$ cat config.mk
export PLATFORM = sky130hd
export DESIGN_NAME = fir_full_convolution
export DESIGN_NICKNAME = d
export VERILOG_FILES = /design/src/rtl/firfc_pkg.sv /design/src/rtl/firfc_cell.sv /design/src/rtl/firfc_mac.sv /design/src/rtl/fir_full_convolution.sv
export SDC_FILE = /design/constraint.sdc
export NUM_CORES = 2
export LEC_CHECK = 0
export BUFFER_PORTS_ARGS = -buffer_cell sky130_fd_sc_hd__buf_2
export CORE_MARGIN = 4
export CORE_UTILIZATION = 60
export CTS_CLUSTER_SIZE = 40
export DETAILED_ROUTE_END_ITERATION = 7
export GPL_TIMING_DRIVEN = 0
export HOLD_SLACK_MARGIN = 0.06
export PLACE_DENSITY = 0.76
export SYNTH_ARGS = -nofsm -noshare
export SYNTH_HDL_FRONTEND = slang
export SYNTH_HIERARCHICAL = 1
export SYNTH_SLANG_ARGS = --single-unit
$ cat constraint.sdc
create_clock -name clk -period 9.4 [get_ports clk]
set_input_delay 0.94 -clock clk [delete_from_list [all_inputs] [get_ports clk]]
set_output_delay 0.94 -clock clk [all_outputs]
set_load 0.01 [all_outputs]
$ cat src/rtl/firfc_pkg.sv
// Shared types and constants for the full-convolution FIR block.
package firfc_pkg;

  // Fixed field widths.
  localparam int COEF_W     = 16;
  localparam int IN_SMP_W   = 16;
  localparam int IDX_FLD_W  = 5;
  localparam int OUT_W      = 40;
  localparam int TAPS_CFG_W = 6;

  // Reset value of the active tap count register.
  localparam logic [TAPS_CFG_W-1:0] TAPS_RESET = 6'd32;

  // Command codes.
  localparam logic CMD_FILTER = 1'b0;
  localparam logic CMD_LOAD   = 1'b1;

  // One input word.
  typedef struct packed {
    logic                        command;
    logic signed [IN_SMP_W-1:0]  sample_value;
    logic                        block_end;
    logic [IDX_FLD_W-1:0]        coef_index;
    logic signed [COEF_W-1:0]    coef_value;
  } in_word_t;

  // One result word.
  typedef struct packed {
    logic signed [OUT_W-1:0] filtered_value;
    logic                    last_of_block;
  } out_word_t;

  // Controls shared by every cell of the ring.
  typedef struct packed {
    logic shift;   // move samples one cell down, new sample into cell 0
    logic rotate;  // turn samples and coefficients one cell toward cell 0
    logic clear;   // zero all samples
  } cell_ctl_t;

  // Controls of the multiply-accumulate unit at the ring head.
  typedef struct packed {
    logic clear;   // start a new sum
    logic issue;   // the head product counts toward the sum
  } mac_ctl_t;

endpackage

$ cat src/rtl/firfc_cell.sv
// One tap cell: holds one delay-line sample and one coefficient.
module firfc_cell #(
  parameter int SAMPLE_BITS = 16
) (
  input  logic                                 clk,
  input  logic                                 rst_n,
  input  firfc_pkg::cell_ctl_t                 ctl,
  input  logic                                 coef_wr_en,
  input  logic signed [firfc_pkg::COEF_W-1:0]  coef_wr_data,
  input  logic signed [SAMPLE_BITS-1:0]        x_prev,
  input  logic signed [SAMPLE_BITS-1:0]        x_next,
  input  logic signed [firfc_pkg::COEF_W-1:0]  c_next,
  output logic signed [SAMPLE_BITS-1:0]        x_q,
  output logic signed [firfc_pkg::COEF_W-1:0]  c_q
);
  import firfc_pkg::*;

  logic signed [SAMPLE_BITS-1:0] x_r;
  logic signed [COEF_W-1:0]      c_r;

  // Sample register: cleared at reset and at the end of a block.
  always_ff @(posedge clk) begin
    if (!rst_n || ctl.clear) begin
      x_r <= '0;
    end else if (ctl.shift) begin
      x_r <= x_prev;
    end else if (ctl.rotate) begin
      x_r <= x_next;
    end
  end

  // Coefficient register: written by a load, turned with the ring.
  always_ff @(posedge clk) begin
    if (coef_wr_en) begin
      c_r <= coef_wr_data;
    end else if (ctl.rotate) begin
      c_r <= c_next;
    end
  end

  assign x_q = x_r;
  assign c_q = c_r;

endmodule

$ cat src/rtl/firfc_mac.sv
// Multiply-accumulate unit fed by the cell at the head of the ring.
module firfc_mac #(
  parameter int SAMPLE_BITS = 16
) (
  input  logic                                 clk,
  input  logic                                 rst_n,
  input  firfc_pkg::mac_ctl_t                  ctl,
  input  logic signed [SAMPLE_BITS-1:0]        x_in,
  input  logic signed [firfc_pkg::COEF_W-1:0]  c_in,
  output logic signed [firfc_pkg::OUT_W-1:0]   acc
);
  import firfc_pkg::*;

  localparam int PROD_W = SAMPLE_BITS + COEF_W;

  logic signed [PROD_W-1:0] prod_r;
  logic                     prod_v_r;
  logic signed [OUT_W-1:0]  acc_r;
  logic signed [OUT_W-1:0]  acc_nxt;

  // Registered product of the head cell.
  always_ff @(posedge clk) begin
    prod_r <= x_in * c_in;
  end

  always_ff @(posedge clk) begin
    if (!rst_n) begin
      prod_v_r <= 1'b0;
    end else begin
      prod_v_r <= ctl.issue;
    end
  end

  // Running sum, wrapping at the output width.
  always_comb begin
    acc_nxt = acc_r;
    if (ctl.clear) begin
      acc_nxt = '0;
    end else if (prod_v_r) begin
      acc_nxt = acc_r + OUT_W'(prod_r);
    end
  end

  always_ff @(posedge clk) begin
    acc_r <= acc_nxt;
  end

  assign acc = acc_r;

endmodule

$ cat src/rtl/fir_full_convolution.sv
// Top level of the full-convolution FIR block: tap ring, MAC and sequencer.
//
//   Channel   Direction  Handshake                 Word
//   in_       input      in_valid / in_stall       in_word  (command, sample, coefficient)
//   out_      output     out_valid / out_stall     out_word (filtered_value, last_of_block)
//   cfg_      input      cfg_wr_en                 cfg_wr_data (taps_in_use)
//
// A coefficient load leaves the block ready: in_stall stays low.
// A sample shifts into cell 0 on its accepting edge, then holds in_stall high while
// the ring turns a full circle through the single MAC, the last product drains
// into the sum and the sum is handed to the output register. A block end adds
// tail words, one fewer than taps_in_use limited to 1..TAP_COUNT. Reset zeros the delay
// line and sets taps_in_use to 32; while out_stall holds a word, the next sum waits.
module fir_full_convolution #(
  parameter int TAP_COUNT   = 32,
  parameter int SAMPLE_BITS = 16
) (
  input  logic                                  clk,
  input  logic                                  rst_n,
  input  logic                                  in_valid,
  output logic                                  in_stall,
  input  firfc_pkg::in_word_t                   in_word,
  output logic                                  out_valid,
  input  logic                                  out_stall,
  output firfc_pkg::out_word_t                  out_word,
  input  logic                                  cfg_wr_en,
  input  logic [firfc_pkg::TAPS_CFG_W-1:0]      cfg_wr_data
);
  import firfc_pkg::*;

  localparam int CNT_W = $clog2(TAP_COUNT + 1);

  typedef enum logic [2:0] {
    S_IDLE = 3'b001,
    S_RUN  = 3'b010,
    S_DONE = 3'b100
  } state_t;

  state_t                  state_r, state_nxt;
  logic [CNT_W-1:0]        cnt_r, cnt_nxt;
  logic [CNT_W-1:0]        taps_r, taps_nxt;
  logic [CNT_W-1:0]        tail_r, tail_nxt;
  logic                    blk_r, blk_nxt;
  logic [TAPS_CFG_W-1:0]   taps_cfg_r;
  logic [CNT_W-1:0]        taps_eff;
  logic                    out_valid_r;
  out_word_t               out_word_r;

  logic                    in_acc;
  logic                    is_load;
  logic                    out_free;
  logic                    done_go;
  logic signed [SAMPLE_BITS-1:0] sample_in;
  logic signed [SAMPLE_BITS-1:0] head_in;
  cell_ctl_t               cell_ctl;
  mac_ctl_t                mac_ctl;
  logic signed [OUT_W-1:0] acc;

  logic signed [SAMPLE_BITS-1:0] x_q [TAP_COUNT];
  logic signed [COEF_W-1:0]      c_q [TAP_COUNT];

  // Configuration register.
  always_ff @(posedge clk) begin
    if (!rst_n) begin
      taps_cfg_r <= TAPS_RESET;
    end else if (cfg_wr_en) begin
      taps_cfg_r <= cfg_wr_data;
    end
  end

  // Active tap count, limited to 1..TAP_COUNT.
  always_comb begin
    if (taps_cfg_r == '0) begin
      taps_eff = CNT_W'(1);
    end else if (int'(taps_cfg_r) > TAP_COUNT) begin
      taps_eff = CNT_W'(TAP_COUNT);
    end else begin
      taps_eff = CNT_W'(taps_cfg_r);
    end
  end

  // Sample taken at the delay-line width.
  generate
    if (SAMPLE_BITS <= IN_SMP_W) begin : g_smp_trunc
      assign sample_in = in_word.sample_value[SAMPLE_BITS-1:0];
    end else begin : g_smp_ext
      assign sample_in = SAMPLE_BITS'(in_word.sample_value);
    end
  endgenerate

  // Handshake decode.
  assign in_stall = (state_r != S_IDLE);
  assign in_acc   = in_valid && !in_stall;
  assign is_load  = (in_word.command == CMD_LOAD);
  assign out_free = !out_valid_r || !out_stall;
  assign done_go  = (state_r == S_DONE) && out_free;

  // Ring and MAC controls.
  always_comb begin
    cell_ctl.shift  = (in_acc && !is_load) || (done_go && (tail_r != '0));
    cell_ctl.rotate = (state_r == S_RUN) && (cnt_r < CNT_W'(TAP_COUNT));
    cell_ctl.clear  = done_go && (tail_r == '0) && blk_r;
    mac_ctl.clear   = cell_ctl.shift;
    mac_ctl.issue   = cell_ctl.rotate && (cnt_r < taps_r);
  end

  // Tail words shift in zeros.
  assign head_in = (state_r == S_DONE) ? '0 : sample_in;

  // Sequencer.
  always_comb begin
    state_nxt = state_r;
    cnt_nxt   = cnt_r;
    taps_nxt  = taps_r;
    tail_nxt  = tail_r;
    blk_nxt   = blk_r;
    unique case (state_r)
      S_IDLE: begin
        if (in_acc && !is_load) begin
          state_nxt = S_RUN;
          cnt_nxt   = '0;
          taps_nxt  = taps_eff;
          blk_nxt   = in_word.block_end;
          tail_nxt  = in_word.block_end ? (taps_eff - CNT_W'(1)) : '0;
        end
      end
      S_RUN: begin
        cnt_nxt = cnt_r + CNT_W'(1);
        if (cnt_r == CNT_W'(TAP_COUNT)) begin
          state_nxt = S_DONE;
        end
      end
      S_DONE: begin
        if (out_free) begin
          if (tail_r != '0) begin
            state_nxt = S_RUN;
            cnt_nxt   = '0;
            tail_nxt  = tail_r - CNT_W'(1);
          end else begin
            state_nxt = S_IDLE;
          end
        end
      end
      default: begin
        state_nxt = S_IDLE;
      end
    endcase
  end

  always_ff @(posedge clk) begin
    if (!rst_n) begin
      state_r <= S_IDLE;
      cnt_r   <= '0;
      taps_r  <= '0;
      tail_r  <= '0;
      blk_r   <= 1'b0;
    end else begin
      state_r <= state_nxt;
      cnt_r   <= cnt_nxt;
      taps_r  <= taps_nxt;
      tail_r  <= tail_nxt;
      blk_r   <= blk_nxt;
    end
  end

  // Output register.
  always_ff @(posedge clk) begin
    if (!rst_n) begin
      out_valid_r <= 1'b0;
    end else if (done_go) begin
      out_valid_r <= 1'b1;
    end else if (!out_stall) begin
      out_valid_r <= 1'b0;
    end
  end

  always_ff @(posedge clk) begin
    if (done_go) begin
      out_word_r.filtered_value <= acc;
      out_word_r.last_of_block  <= blk_r && (tail_r == '0);
    end
  end

  assign out_valid = out_valid_r;
  assign out_word  = out_word_r;

  // Tap ring: cell 0 is the head, samples shift away from it and the ring
  // turns toward it.
  generate
    for (genvar k = 0; k < TAP_COUNT; k++) begin : g_cell
      logic signed [SAMPLE_BITS-1:0] x_prev;
      logic                          wr_en;

      if (k == 0) begin : g_head
        assign x_prev = head_in;
      end else begin : g_body
        assign x_prev = x_q[k-1];
      end

      assign wr_en = in_acc && is_load && (int'(in_word.coef_index) == k);

      firfc_cell #(
        .SAMPLE_BITS (SAMPLE_BITS)
      ) u_cell (
        .clk          (clk),
        .rst_n        (rst_n),
        .ctl          (cell_ctl),
        .coef_wr_en   (wr_en),
        .coef_wr_data (in_word.coef_value),
        .x_prev       (x_prev),
        .x_next       (x_q[(k + 1) % TAP_COUNT]),
        .c_next       (c_q[(k + 1) % TAP_COUNT]),
        .x_q          (x_q[k]),
        .c_q          (c_q[k])
      );
    end
  endgenerate

  // Single multiply-accumulate at the ring head.
  firfc_mac #(
    .SAMPLE_BITS (SAMPLE_BITS)
  ) u_mac (
    .clk   (clk),
    .rst_n (rst_n),
    .ctl   (mac_ctl),
    .x_in  (x_q[0]),
    .c_in  (c_q[0]),
    .acc   (acc)
  );

endmodule

# Word-level counts from Yosys, hierarchy flattened
# Index checks and enable logic that the tools add are counted.
[totals]
in_bits = 50
ff_bits = 1167
elab_cells = 365
output_inout_bits = 43
[classes]
eq_ne = 41
multipliers = 1
add_sub_neg = 4
n_reduce_logical = 93
muxes = 147
magnitude_cmp = 3
[op_table]
columns = ["operator", "count"]
rows = [
  ["16-bit 2-to-1 mux", 129],
  ["5-bit equality test, second input constant", 16],
  ["2-bit nonzero test", 34],
  ["6-bit 2-to-1 mux", 9],
  ["1-bit logical AND", 42],
  ["40-bit by 32-bit adder with 40-bit output", 1],
  ["5-bit by 4-bit equality test with 1-bit output, second input constant", 8],
  ["16-bit by 16-bit multiplier with 32-bit output", 1],
  ["5-bit by 3-bit equality test with 1-bit output, second input constant", 4],
  ["6-bit one-hot mux with 3 select lines", 1],
  ["6-bit logical NOT", 2],
  ["6-bit one-hot mux with 2 select lines", 1],
  ["6-bit by 1-bit subtractor with 6-bit output, second input constant", 2],
  ["5-bit by 2-bit equality test with 1-bit output, second input constant", 2],
  ["3-bit 2-to-1 mux", 3],
  ["3-bit one-hot mux with 3 select lines", 1],
  ["4-bit AND reduction", 2],
  ["6-bit by 1-bit adder with 6-bit output, second input constant", 1],
  ["6-bit equality test, second input constant", 1],
  ["6-bit > comparator, second input constant", 1],
  ["6-bit < comparator", 1],
  ["6-bit < comparator, second input constant", 1],
  ["2-bit by 1-bit != test with 1-bit output, second input constant", 3],
  ["6-bit nonzero test", 1],
  ["other kinds (14)", 22],
]

# Depth between registers and ports, before layout
[logic_depth]
ltp_word = 7
mapped_depth = 24
depth_no_buf = 23

# Modules after synthesis
# Netlist, hierarchy kept.
[by_module_without_submodules]
columns = ["mod", "area_per_inst_um2", "n_inst", "seq_area_each_um2", "cells_each"]
rows = [
  ["firfc_cell", 1498.9, 32, 800.8, 107],
  ["firfc_mac", 13823.3, 1, 1461.4, 1530],
  ["fir_full_convolution", 3276.9, 1, 1811.7, 318],
]

# Worst setup path before layout
# No wires, ideal clock.
[synth_timing]
path_type = "reg-to-reg"
startpoint = "reg g_cell[0].u_cell.x_r[15]"
endpoint = "reg u_mac.prod_r[31]"
setup_ps = 121
arrival_ps = 6073
path_stages_with_launch = 22
synth_period_minus_slack_ps = 6194
required_ps = 9279
n_path_buf = 1
path_slack_ps = 3206
cell_sequence = "dfxtp_1 > clkbuf_1 > nand2_1 > inv_1 > fa_1 > fa_1 > fa_1 > fa_1 > fa_1 > inv_1 > fa_1 > inv_1 > ha_1 > inv_1 > o21bai_1 > a2111oi_0 > nor3_1 > o31a_1 > o31a_1 > o21a_1 > nor2_2 > xnor2_1"
[synth_via]
elab_chain_len = 1
[synth_rtl]
columns = ["item", "line", "rtl"]
rows = [
  ["start, declared", "firfc_cell.sv:18", "logic signed [SAMPLE_BITS-1:0] x_r;"],
  ["start signal, assigned", "firfc_cell.sv:26", "x_r <= x_prev;"],
  ["start signal, assigned", "firfc_cell.sv:28", "x_r <= x_next;"],
  ["16-bit by 16-bit multiplier with 32-bit output", "firfc_mac.sv:23", "prod_r <= x_in * c_in;"],
  ["end signal, assigned", "firfc_mac.sv:23", ""],
  ["end, declared", "firfc_mac.sv:16", "logic signed [PROD_W-1:0] prod_r;"],
]
# Every way passes these cells.
# A chain may end at the register's enable or synchronous reset.

# Worst setup path in the final report
[layout_timing]
startpoint = "reg g_cell[0].u_cell.x_r[8]"
endpoint = "reg u_mac.prod_r[30]"
# The elaborated chain is that of the path after synthesis.

==> qor.csv <==
stage,metric,value,unit
pwr,p_switching,0.003995,W
status,status,completed,
clock_network,cts-resized-gates,0,
yosys,ys_seq_elements,1167,
setup_path,reg2regPathDepth,21,
sta,min_period_over_period,0.7651,
yosys,syn-num-nets,5715,
sta,max_freq,139.1,MHz
pwr,p_int,0.009811,W
setup_path,startpoint_type,flip-flop,
detailed_routing,route.vias.total,40290,
finish,layout_commonest_cell,dfxtp_1,
die,initial_core_util,0.6061,
placement,place_congestion,0.9159,
yosys,synth_edf_count,553,
clock_network,cts_buffers,119,
finish,area_growth,9.699,%
clock_network,cts_max_path_buffers,3,
setup_path,r2r_start,g_cell[0].u_cell/x_q[8],
global_routing,grt_pass1_wl,223500,µm
pwr,sequentialPowerShare,0.422,
die,rows,120,
finish,drive_gt1_frac,0.2515,
placement,place_area,0.06738,mm²
detailed_routing,avgViaCountPerCell,5.763,
setup_path,critPathBufInv,4,
global_routing,met3_usage,0.03927,
detailed_routing,drtAntennaViolNets,0,
yosys,synthesis.area,0.06507,mm²
clock_network,clk_pin_slew,0.06,ns
sta,fin_setup_tns,0,ns
global_routing,grt_util_all_layers,0.2421,
setup_path,end_kind,flip-flop,
setup_path,cp_slowest_cell,dfxtp_1,
pwr,vdd_drop_max,0.1615,mV
setup_path,crit_end,u_mac/prod_r[30],
global_routing,grtUsageMet1,0.3347,
die,io_pins,93,
clock_network,cts_tree,built,
setup_path,rrSetupSlack,2.21,ns
setup_path,worstPathMaxFanout,10,
yosys,async_reset_ff_frac,0,
detailed_routing,dr.pass1.iters,5,
sta,fin_skew,0.01677,ns
min_path,min-delay-start,taps_r[0],
pwr,switching_share,0.2893,
clock_network,clkLatencyLatePin,0.71,ns
clock_network,clockRootBuffer,clkbuf_16,
placement,io_buffer_count,91,
die,die_h,337.3,µm
sta,period_needed,7.192,ns
finish,final_cell_mix,"614 x dfxtp_1, 553 x edfxtp_1, 548 x mux2i_1, 528 x nor2b_1, 514 x mux2_2",
detailed_routing,drt-wirelength-per-cell,19.74,µm
pwr,leakagePower,25.98,nW
sta,setup_viol,0,
finish,postLayoutCellArea,0.07138,mm²
setup_path,cp_slowest_stage_delay,0.78,ns
sta,max_slew_margin,0.2902,
setup_path,cp_top_family,adder cells,
setup_path,worstPathArrival,7.82,ns
pwr,power_density,193.4,mW/mm²
job,max_cap_violations,0,
setup_path,startpoint,g_cell[0].u_cell/x_q[8],
pwr,combPwrFrac,0.230,
yosys,syn_inst,5272,
global_routing,top_usage_layer,met2,
yosys,ys.flop_type,dfxtp_1,
setup_path,rr_endpoint,u_mac/prod_r[30],
pwr,clock_power_share,0.348,
setup_path,required,10.03,ns
clock_network,cts_hold_buf,0,
setup_path,path_common_cell,fa_1,
yosys,yosysTopAreaCell,edfxtp_1,
setup_path,cp.depth,21,
clock_network,clock-sinks,1167,
pwr,power,0.01381,W
setup_path,path_cells,clkbuf_1 > nand2_1 > fa_1 > inv_1 > fa_1 > fa_1 > fa_1 > fa_1 > inv_1 > fa_1 > inv_1 > ha_1 > a21oi_1 > nor3b_1 > o211ai_1 > a31oi_1 > nor2_1 > o21a_1 > o21a_1 > o41ai_1 > xnor2_1,
sta,slew_violations,0,
clock_network,cts_setup_buffers,0,
detailed_routing,routed_wl,138000,µm
yosys,yosysSeqAreaShare,0.4441,
global_routing,gr-total-overflow,0,
yosys,yosysWarnings,6,
sta,tightest_slew,1.065,ns
sta,hold_viol,0,
die,fp.dieW,337.3,µm
placement,hpwl,99900,µm
global_routing,grt.met2_usage,0.4030,
finish,final_nets,5931,
yosys,synth_area_per_cell,12.34,µm²
setup_path,critical_path_class,reg -> reg,
detailed_routing,drc_errors,0,
global_routing,antenna_found_initial,8,
min_path,hp-class,reg -> reg,
yosys,synth_top_cell_area_share,0.2552,
sta,grt_setup_unrepaired,false,
die,core,0.1074,mm²
yosys,ys_top_cells_by_area,"edfxtp_1 26%, dfxtp_1 19%, mux2_2 8.9%",
clock_network,cts_max_level,3,
die,die_area,0.1138,mm²
global_routing,first_global_vias,42180,
detailed_routing,drt_iter0_drc,2531,
global_routing,grt_max_degree,138,
yosys,synthDistinctLibCells,82,
[state kept, by name, summed over array words and instances, names as in the netlist]
name	cells
tail_r	6
taps_cfg_r	6
u_mac/prod_r	32
g_cell.u_cell/c_q	512
cnt_r	6
u_mac/acc	40
u_mac/prod_v_r	1
taps_r	6
blk_r	1
g_cell.u_cell/x_q	512
state_r	3
out_word	41
out_valid	1
[metrics by stage]
stage	hold slack, ns	instances	setup WS [ns]	util
5_1_grt	0.4466	6990	1.833	0.6649
2_1_floorplan	0.4231	5272	3.206	-
3_5_place_dp	0.4478	6770	2.301	0.6277
3_3_place_gp	0.4443	6766	0.7639	0.6267
4_1_cts	0.4099	6990	2.294	0.6649
6_report	0.4573	6991	2.208	0.6649
[how the worst min path moves through the flow]
stage,cells after the start,endpoint,slack (ns)
6_report,2,taps_r[0],0.46
5_1_grt,3,taps_cfg_r[5],0.45
4_1_cts,3,taps_cfg_r[5],0.41
3_5_place_dp,2,taps_r[5],0.45
3_3_place_gp,2,taps_r[1],0.44
2_1_floorplan,0,out_word[40],0.42
[logic make-up after synthesis]
kind of cell | Yosys count | synth area share
flops | 1167 | 0.4441
mux | 1062 | 0.1733
buf+inv | 655 | 0.05813
xor+xnor | 66 | 0.008884
compound gates | 775 | 0.1102
fa+ha+maj | 393 | 0.1059
simple gates | 1154 | 0.09949
[synth_stat cells, types with 10 or more instances]
library cell	count
a211oi_2	321
nor2b_1	528
o21ai_0	50
clkbuf_1	84
nor2_1	130
buf_12	32
a21o_1	27
nand3_1	16
nand2b_1	53
buf_6	64
xor2_1	21
buf_4	64
ha_1	130
and2_1	144
clkbuf_2	32
nand4_1	11
fa_1	263
or2_2	40
xnor2_1	45
nand2_1	174
dfxtp_1	614
a21oi_1	76
a31oi_1	10
mux2_2	514
mux2i_1	548
buf_2	34
nor3_1	19
o21a_1	17
a211oi_1	202
inv_1	341
edfxtp_1	553
[worst min-delay path, delay by kind of cell (launching register included)]
kind               cells  cell delay [ns]
and+or+nand+nor        1             0.05
AOI/OAI and AO/OA      1             0.05
DFF                    1             0.31
[per-layer routing]
layer,part of all wire,wire length (µm),vias up
met1,0.45,62010,20050
met4,0.020,2761,0
met2,0.48,66160,820
met5,0,0,-
met3,0.051,7055,201
li1,-,-,19220
[power by group through the flow]
stage	registers, W	logic [W]	clock network (W)
after floorplan	0.00584	0.00254	0
after global placement	0.00594	0.00308	0
after detailed placement	0.00594	0.00316	0
after CTS	0.00583	0.00319	0.00491
after global routing	0.00586	0.00359	0.00512
final	0.00583	0.00317	0.00480
[layout make-up]
cell class / count / area (µm²)
Fill cell: 8030 / 35980
Multi-Input combinational cell: 3450 / 32410
Sequential cell: 1167 / 28900
Clock buffer: 162 / 3363
Buffer: 314 / 2502
Tap cell: 1403 / 1755
Inverter: 341 / 1287
Clock inverter: 58 / 630.6
Timing Repair Buffer: 95 / 530.5
Antenna cell: 1 / 2.502
No activity file was read; power rests on OpenSTA's default activity.
